<file path="config.mk">
export PLATFORM = sky130hd
export DESIGN_NAME = key_chord_input_gate_flat
export DESIGN_NICKNAME = d
export VERILOG_FILES = /design/src/hw/rtl/kcg_pkg.sv /design/src/hw/rtl/kcg_if.sv /design/src/hw/rtl/key_chord_input_gate.sv /design/src/flat_wrapper.sv
export VERILOG_INCLUDE_DIRS = /design/src /design/src/hw/rtl
export SDC_FILE = /design/constraint.sdc
export NUM_CORES = 1
export LEC_CHECK = 0
export ABC_AREA = 1
export BUFFER_PORTS_ARGS = -buffer_cell sky130_fd_sc_hd__buf_2
export CAP_MARGIN = 5
export CORE_ASPECT_RATIO = 0.6
export CORE_MARGIN = 4
export CORE_UTILIZATION = 65
export DETAILED_ROUTE_END_ITERATION = 8
export PLACE_DENSITY_LB_ADDON = 0.1
export RECOVER_POWER = 100
export SYNTH_ARGS = -nofsm -noshare
export SYNTH_HDL_FRONTEND = slang
export SYNTH_SLANG_ARGS = --single-unit
</file>
<file path="constraint.sdc">
create_clock -name clk_i -period 9.4 [get_ports clk_i]
set_input_delay 0.94 -clock clk_i [delete_from_list [all_inputs] [get_ports clk_i]]
set_output_delay 0.94 -clock clk_i [all_outputs]
set_load 0.05 [all_outputs]
</file>
<file path="src/hw/rtl/key_chord_input_gate_assert.svh">
// Assertion macros shared by the key chord gate RTL.
`ifndef KEY_CHORD_INPUT_GATE_ASSERT_SVH
`define KEY_CHORD_INPUT_GATE_ASSERT_SVH

// Same-cycle implication, checked on clk_i outside reset.
`define KCG_ASSERT_NOW(lbl, ante, cons) \
  lbl: assert property (@(posedge clk_i) disable iff (!rst_ni) (ante) |-> (cons)) \
    else $error("key chord gate: same-cycle check failed");

// Next-cycle implication, checked on clk_i outside reset.
`define KCG_ASSERT_NEXT(lbl, ante, cons) \
  lbl: assert property (@(posedge clk_i) disable iff (!rst_ni) (ante) |=> (cons)) \
    else $error("key chord gate: next-cycle check failed");

`endif

</file>
<file path="src/hw/rtl/kcg_pkg.sv">
// Types and constants of the key chord input gate.
package kcg_pkg;

  localparam int NUM_KEYS = 64;
  localparam int KEY_AW   = $clog2(NUM_KEYS);
  localparam int MAP_W    = 64;
  localparam int CNT_W    = 8;
  localparam int CFG_IW   = 1;

  typedef logic [4:0]          ev_type_t;
  typedef logic [9:0]          key_code_t;
  typedef logic signed [31:0]  ev_value_t;
  typedef logic [KEY_AW-1:0]   key_addr_t;
  typedef logic [CNT_W-1:0]    cnt_t;
  typedef logic [MAP_W-1:0]    map_t;
  typedef logic [CFG_IW-1:0]   cfg_idx_t;

  localparam ev_type_t EV_SYN = 5'd0;
  localparam ev_type_t EV_KEY = 5'd1;

  localparam ev_value_t VAL_RELEASE = 32'sd0;
  localparam ev_value_t VAL_PRESS   = 32'sd1;

  localparam cfg_idx_t CFG_CHORD_ON  = 1'b0;
  localparam cfg_idx_t CFG_CHORD_OFF = 1'b1;

endpackage

</file>
<file path="src/hw/rtl/kcg_if.sv">
// Valid/ready channel interfaces for input events and gate results.
interface kcg_ev_if;
  import kcg_pkg::*;
  logic      valid;
  logic      ready;
  ev_type_t  event_type;
  key_code_t key_code;
  ev_value_t event_value;
  modport source (output valid, event_type, key_code, event_value, input ready);
  modport sink   (input valid, event_type, key_code, event_value, output ready);
endinterface

interface kcg_res_if;
  logic valid;
  logic ready;
  logic forward_event;
  logic gate_active;
  logic code_out_of_range;
  modport source (output valid, forward_event, gate_active, code_out_of_range,
                  input ready);
  modport sink   (input valid, forward_event, gate_active, code_out_of_range,
                  output ready);
endinterface

</file>
<file path="src/hw/rtl/key_chord_input_gate.sv">
// Key chord input gate: per-key press counts in RAM, pressed map and gate flag.
//
// Channels: ev_i takes one input event request (type, code, value) per
// valid/ready handshake; res_o returns exactly one result request per event
// (forward_event, gate_active, code_out_of_range), in order. cfg_we_i writes
// chord_on_mask (index 0) or chord_off_mask (index 1); write
// only while no event is in flight.
// Path: an accepted event is held in the update stage, then its result in the output register.
// Throughput: one event per cycle unless res_o stalls, set by the single
// read-modify-write of the press count RAM (read at accept, written back by
// the update stage); a same-key event right behind gets the new count forwarded.
// Reset: gate inactive, pressed map clear, masks zero; per-key valid flops
// make every count read as zero, so no clearing pass is needed.
// Stall: a result waits in the output register while res_o.ready is low; one
// more event can be accepted and held in the update stage behind it, and
// ev_i.ready drops only when both are full.
module key_chord_input_gate (
  input  logic                clk_i,
  input  logic                rst_ni,
  input  logic                cfg_we_i,
  input  kcg_pkg::cfg_idx_t   cfg_idx_i,
  input  kcg_pkg::map_t       cfg_data_i,
  kcg_ev_if.sink              ev_i,
  kcg_res_if.source           res_o
);
  import kcg_pkg::*;

  `include "key_chord_input_gate_assert.svh"

  // configuration
  map_t chord_on_q, chord_off_q;

  always_ff @(posedge clk_i or negedge rst_ni) begin
    if (!rst_ni) begin
      chord_on_q  <= '0;
      chord_off_q <= '0;
    end else if (cfg_we_i) begin
      case (cfg_idx_i)
        CFG_CHORD_ON:  chord_on_q  <= cfg_data_i;
        CFG_CHORD_OFF: chord_off_q <= cfg_data_i;
        default: ;
      endcase
    end
  end

  // handshake control
  logic s1_valid_q, s1_valid_d;
  logic out_valid_q, out_valid_d;
  logic s1_adv, in_acc;

  assign s1_adv = s1_valid_q && (!out_valid_q || res_o.ready);
  assign ev_i.ready = !s1_valid_q || s1_adv;
  assign in_acc = ev_i.valid && ev_i.ready;

  // decode at accept
  logic      is_key, dec_press, dec_release, dec_oor, dec_sync, dec_upd;
  key_addr_t rd_addr;

  always_comb begin
    is_key      = (ev_i.event_type == EV_KEY);
    dec_press   = is_key && (ev_i.event_value == VAL_PRESS);
    dec_release = is_key && (ev_i.event_value == VAL_RELEASE);
    dec_oor     = is_key && (ev_i.key_code >= 10'(NUM_KEYS));
    dec_sync    = (ev_i.event_type == EV_SYN);
    dec_upd     = (dec_press || dec_release) && !dec_oor;
    rd_addr     = ev_i.key_code[KEY_AW-1:0];
  end

  // update stage registers
  logic      s1_press_q, s1_release_q, s1_oor_q, s1_sync_q, s1_upd_q;
  key_addr_t s1_addr_q;

  // press count RAM, read at accept, written from the update stage
  cnt_t                mem [NUM_KEYS];
  cnt_t                rd_data_q;
  logic [NUM_KEYS-1:0] cnt_valid_q;
  logic                wr_en;
  cnt_t                wr_data;

  always_ff @(posedge clk_i) begin
    if (wr_en) mem[s1_addr_q] <= wr_data;
    if (in_acc) rd_data_q <= mem[rd_addr];
  end

  // forward a count written in the same edge as the read of that key
  logic fwd_hit_q;
  cnt_t fwd_data_q;

  // pressed map and gate flag
  map_t pressed_q, pressed_d;
  logic gate_q, gate_d;

  // result register
  logic res_fwd_q, res_gate_q, res_oor_q;

  always_comb begin
    cnt_t cnt_old;
    map_t bit_sel;
    logic chk;
    cnt_old = fwd_hit_q ? fwd_data_q : (cnt_valid_q[s1_addr_q] ? rd_data_q : '0);
    if (s1_press_q) begin
      wr_data = cnt_old + 1'b1;
    end else if (cnt_old == '0) begin
      wr_data = '0;
    end else begin
      wr_data = cnt_old - 1'b1;
    end
    bit_sel   = MAP_W'(1) << s1_addr_q;
    pressed_d = pressed_q;
    gate_d    = gate_q;
    chk       = 1'b0;
    if (s1_upd_q) begin
      if (s1_press_q) begin
        pressed_d = pressed_q | bit_sel;
        chk       = 1'b1;
      end else if (wr_data == '0) begin
        pressed_d = pressed_q & ~bit_sel;
        chk       = 1'b1;
      end
    end
    if (chk) begin
      if (gate_q) begin
        gate_d = (pressed_d != chord_off_q);
      end else begin
        gate_d = s1_press_q && ((chord_on_q & pressed_d) == chord_on_q);
      end
    end
    wr_en = s1_adv && s1_upd_q;
  end

  always_comb begin
    s1_valid_d = in_acc ? 1'b1 : (s1_adv ? 1'b0 : s1_valid_q);
    out_valid_d = s1_adv ? 1'b1 : (res_o.ready ? 1'b0 : out_valid_q);
  end

  always_ff @(posedge clk_i or negedge rst_ni) begin
    if (!rst_ni) begin
      s1_valid_q  <= 1'b0;
      out_valid_q <= 1'b0;
      cnt_valid_q <= '0;
      fwd_hit_q   <= 1'b0;
      pressed_q   <= '0;
      gate_q      <= 1'b0;
    end else begin
      s1_valid_q  <= s1_valid_d;
      out_valid_q <= out_valid_d;
      if (wr_en) cnt_valid_q[s1_addr_q] <= 1'b1;
      if (in_acc) fwd_hit_q <= wr_en && (s1_addr_q == rd_addr);
      if (s1_adv) begin
        pressed_q <= pressed_d;
        gate_q    <= gate_d;
      end
    end
  end

  // payload registers, no reset
  always_ff @(posedge clk_i) begin
    if (in_acc) begin
      s1_press_q   <= dec_press;
      s1_release_q <= dec_release;
      s1_oor_q     <= dec_oor;
      s1_sync_q    <= dec_sync;
      s1_upd_q     <= dec_upd;
      s1_addr_q    <= rd_addr;
      fwd_data_q   <= wr_data;
    end
    if (s1_adv) begin
      res_fwd_q  <= !gate_d || s1_sync_q || s1_release_q;
      res_gate_q <= gate_d;
      res_oor_q  <= s1_oor_q;
    end
  end

  assign res_o.valid             = out_valid_q;
  assign res_o.forward_event     = res_fwd_q;
  assign res_o.gate_active       = res_gate_q;
  assign res_o.code_out_of_range = res_oor_q;

  // checks
  `KCG_ASSERT_NEXT(a_accept_fills_stage, in_acc, s1_valid_q)
  `KCG_ASSERT_NOW(a_write_on_advance, wr_en, s1_adv && s1_valid_q)
  `KCG_ASSERT_NEXT(a_stall_holds_map, s1_valid_q && !s1_adv, $stable(pressed_q) && $stable(gate_q))
  `KCG_ASSERT_NOW(a_result_gate_current, out_valid_q, res_gate_q == gate_q)

endmodule
</file>
<file path="src/flat_wrapper.sv">
// flat-port wrapper written by rule: the top's interface ports become plain ports
module key_chord_input_gate_flat import kcg_pkg::*;
  (clk_i, rst_ni, cfg_we_i, cfg_idx_i, cfg_data_i, ev_i_valid, ev_i_event_type, ev_i_key_code, ev_i_event_value, ev_i_ready, res_o_valid, res_o_forward_event, res_o_gate_active, res_o_code_out_of_range, res_o_ready);
  kcg_ev_if ev_i_i ();
  kcg_res_if res_o_i ();
  input  logic clk_i;
  input  logic rst_ni;
  input  logic cfg_we_i;
  input  kcg_pkg::cfg_idx_t cfg_idx_i;
  input  kcg_pkg::map_t cfg_data_i;
  input wire logic [$bits(ev_i_i.valid)-1:0] ev_i_valid;
  input wire logic [$bits(ev_i_i.event_type)-1:0] ev_i_event_type;
  input wire logic [$bits(ev_i_i.key_code)-1:0] ev_i_key_code;
  input wire logic [$bits(ev_i_i.event_value)-1:0] ev_i_event_value;
  output wire logic [$bits(ev_i_i.ready)-1:0] ev_i_ready;
  output wire logic [$bits(res_o_i.valid)-1:0] res_o_valid;
  output wire logic [$bits(res_o_i.forward_event)-1:0] res_o_forward_event;
  output wire logic [$bits(res_o_i.gate_active)-1:0] res_o_gate_active;
  output wire logic [$bits(res_o_i.code_out_of_range)-1:0] res_o_code_out_of_range;
  input wire logic [$bits(res_o_i.ready)-1:0] res_o_ready;
  assign ev_i_i.valid = ev_i_valid;
  assign ev_i_i.event_type = ev_i_event_type;
  assign ev_i_i.key_code = ev_i_key_code;
  assign ev_i_i.event_value = ev_i_event_value;
  assign ev_i_ready = ev_i_i.ready;
  assign res_o_valid = res_o_i.valid;
  assign res_o_forward_event = res_o_i.forward_event;
  assign res_o_gate_active = res_o_i.gate_active;
  assign res_o_code_out_of_range = res_o_i.code_out_of_range;
  assign res_o_i.ready = res_o_ready;
  key_chord_input_gate u_core (.clk_i(clk_i), .rst_ni(rst_ni), .cfg_we_i(cfg_we_i), .cfg_idx_i(cfg_idx_i), .cfg_data_i(cfg_data_i), .ev_i(ev_i_i), .res_o(res_o_i));
endmodule
</file>
==> metrics.txt <==
status complete, but fails checks; failing checks capacitance limit, slew limit; sequential area share after synthesis 64.0%; area delta synth->final 9.16%; MaxCap Viol Count 32; vias per std cell 6.33; Slowest-stage cell, CP nor2_1; Hold Worst Slack 0.434 ns; Area contributors post-synth edfxtp_1 46%, dfrtp_1 18%, nand2_1 7.7%; Max Freq 0.127 GHz; largest net degree at the start of global routing 160; hpwl dp 70000 um; H-tree depth 3; die footprint 58700 um^2; met3 Usage GRT 11.8%; final clock skew 0.0315 ns; Logic pwr share 17.4%; Syn Inst Count 3690; top_reg_cell synth edfxtp_1; Async SR Flop Fraction 32.4%; number of synthesized register bits 802; Detail Route Antenna Nets 0; Final Routed Wirelength 108000 um; RR Startpoint u_core.s1_addr_q[0]$_DFFE_PP_; clk buf depth 3; Die W 310 um; Leak 15.3 nW; Slew headroom -282%; Netlist cell types 44; Clk pwr share 33.6%; Synth top area share 45.7%; Finished Cell Area 38900 um^2; Final min period 7.87 ns; internal power 0.00622 W; Worst Tran Pin Value 5.73 ns; Overflow after GRT 0; GR met1 Demand/Resource 57.9%; met2 GRT Util 49.0%; number of synthesized flops with an enable pin 542; Syn Nets 3810; Synth area leader edfxtp_1; Critical Path RT 9.91 ns; RSZ-0062 raised after global routing no; Peak VDD IR 0.186 mV; setup_tns 0 ns; die height 189 um; largest stage delay on the critical path 0.77 ns; Core Rows 66; post-CTS setup buffers 0; Seq pwr share 49.0%; CTS root buf clkbuf_16; max-slew violations 1226; R2R Setup Slk 1.53 ns; clock tree from TritonCTS yes; Max Fanout on Critical Path 44; DP Area 36800 um^2; CP arrival 8.38 ns; initial antenna violation count 2; Setup crit end kind register; Ys Warns 0; Post-Route Utilization 71.8%; TritonRoute pass-1 iters 8; CP Launch Type register; via count 28500; aggregate global-route resource usage 36.7%; DRT iter0 DRCs 5072; number of CTS-inserted buffers 73; Sw Share 30.2%; Post-CTS Hold Fix Bufs 0; DRC Markers 0; first-pass GRT wire length 160000 um; hold path start u_core.s1_oor_q$_DFFE_PP_; Port Buffers 121; WL per Instance 23.9 um; Worst-Skew Late Latency 0.64 ns; source of the critical timing path u_core.s1_addr_q[0]$_DFFE_PP_; Pwr Total 0.00891 W; Critical Path Most Common Cell nand2_1; layout cell share with drive strength beyond 1 7.97%; Clk pin slew, worst setup/hold paths 0.07 ns; fin crit share 83.7%; hold crit path type register to register; PD cells 229 nW/um^2; mapped cell area 35600 um^2; # IOs 122; Final Hold Vio Count 0; layout net count 3849; CTS resizes 0; final setup fails 0; Placeable Area 54200 um^2; Starting Density 65.8%; CTS sink count 802; Setup CP Type register to register; global route hottest layer met1; vias in the first global route 26300; sw power 0.00269 W; routability cong. 1.01; syn_area_per_cell 9.65 um^2
[cells by family (layout without fill, tap and decap cells)]
logic type	count (synthesis)	in the layout	share of synthesized area, %
AOI/OAI and AO/OA	758	758	11.7
xor gates and xnor gates	2	2	0.0492
adders and majority gates	3	3	0.105
buffers and inverters	487	585	5.30
DFF	802	802	64.0
other	0	1	0
and+or+nand+nor	1638	1638	18.9
[power groups by stage]
stage	logic [W]	clock network [W]	registers, W
floorplan	0.000961	0	0.00436
global placement	0.00145	0	0.00441
detailed placement	0.00150	0	0.00441
CTS	0.00151	0.00300	0.00434
global route	0.00169	0.00315	0.00438
finish	0.00155	0.00299	0.00437
[cell type report]
type                            instances  area, um^2
Fill cell                            3963       15300
Inverter                              287        1080
Antenna cell                            1        2.50
Clock inverter                         39         350
Clock buffer                           95        2030
Sequential cell                       802       22800
Multi-Input combinational cell       2401       10900
Tap cell                              714         893
Timing Repair Buffer                  164         830
[worst max-delay path: cells and delay by family (launching register included)]
family / cells / cell delay (ns)
DFF: 1 / 0.33
AOI/OAI and AO/OA: 1 / 0.56
adders and majority gates: 1 / 0.25
and+or+nand+nor: 33 / 5.38
buffers and inverters: 3 / 1.16
[cell usage after synthesis, types with 27 or more instances]
library cell,instances
nand2_1,727
dfrtp_1,260
nand4_1,36
clkbuf_1,169
nor2_1,629
o22ai_1,135
a31oi_1,27
inv_1,272
edfxtp_1,542
o21ai_0,525
or2_2,41
nand3_1,137
[flip-flops by register name (all words and copies together) (netlist names)]
signal,count
u_core.s1_valid_q,1
u_core.cnt_valid_q,64
u_core.chord_off_q,64
u_core.mem,512
u_core.fwd_data_q,8
u_core.fwd_hit_q,1
u_core.s1_press_q,1
u_core.pressed_q,64
u_core.rd_data_q,8
u_core.res_o.valid,1
u_core.s1_oor_q,1
u_core.res_o.forward_event,1
u_core.s1_release_q,1
u_core.res_o.gate_active,1
u_core.gate_q,1
u_core.chord_on_q,64
u_core.s1_sync_q,1
u_core.res_o.code_out_of_range,1
u_core.s1_addr_q,6
u_core.s1_upd_q,1
[path summary, 6_finish.rpt]
kind / endpoint / cells past startpoint
min in group asynchronous: u_core.chord_off_q[57]$_DFFE_PN0P_ / 1
max reg2reg: u_core.gate_q$_DFFE_PN0P_ / 38
max: u_core.gate_q$_DFFE_PN0P_ / 38
max in group asynchronous: u_core.cnt_valid_q[50]$_DFFE_PN0P_ / 1
min reg2reg: u_core.res_o.code_out_of_range$_DFFE_PP_ / 0
min: u_core.res_o.code_out_of_range$_DFFE_PP_ / 0
[layer usage]
layer	vias to the layer above	part of all wire (%)
li1	12600	-
met1	13700	42
met2	1988	40
met3	225	16
met4	2	2.6
met5	-	0.012
[through the flow]
step / instances / worst slack, ns
final: 4503 / 1.53
after global placement: 4368 / 2.94
after detailed placement: 4368 / 2.84
after floorplan: 3690 / 3.97
after global routing: 4503 / 1.10
after CTS: 4502 / 2.80
[placed cells by master (no fill, tap or decap), drive strengths merged, types with 7 or more instances in the layout]
cell type / count
nand2: 733
nor2: 639
o21ai: 550
edfxtp: 542
inv: 277
dfrtp: 260
nand3: 138
o22ai: 135
clkbuf: 132
buf: 127
or2: 41
nand4: 36
clkinv: 36
a31oi: 27
nor3: 23
o221ai: 18
nand3b: 16
a21oi: 10
clkinvlp: 10
nor4: 9
o32ai: 7
o211ai: 7
Power figures use the tool's default switching activity.
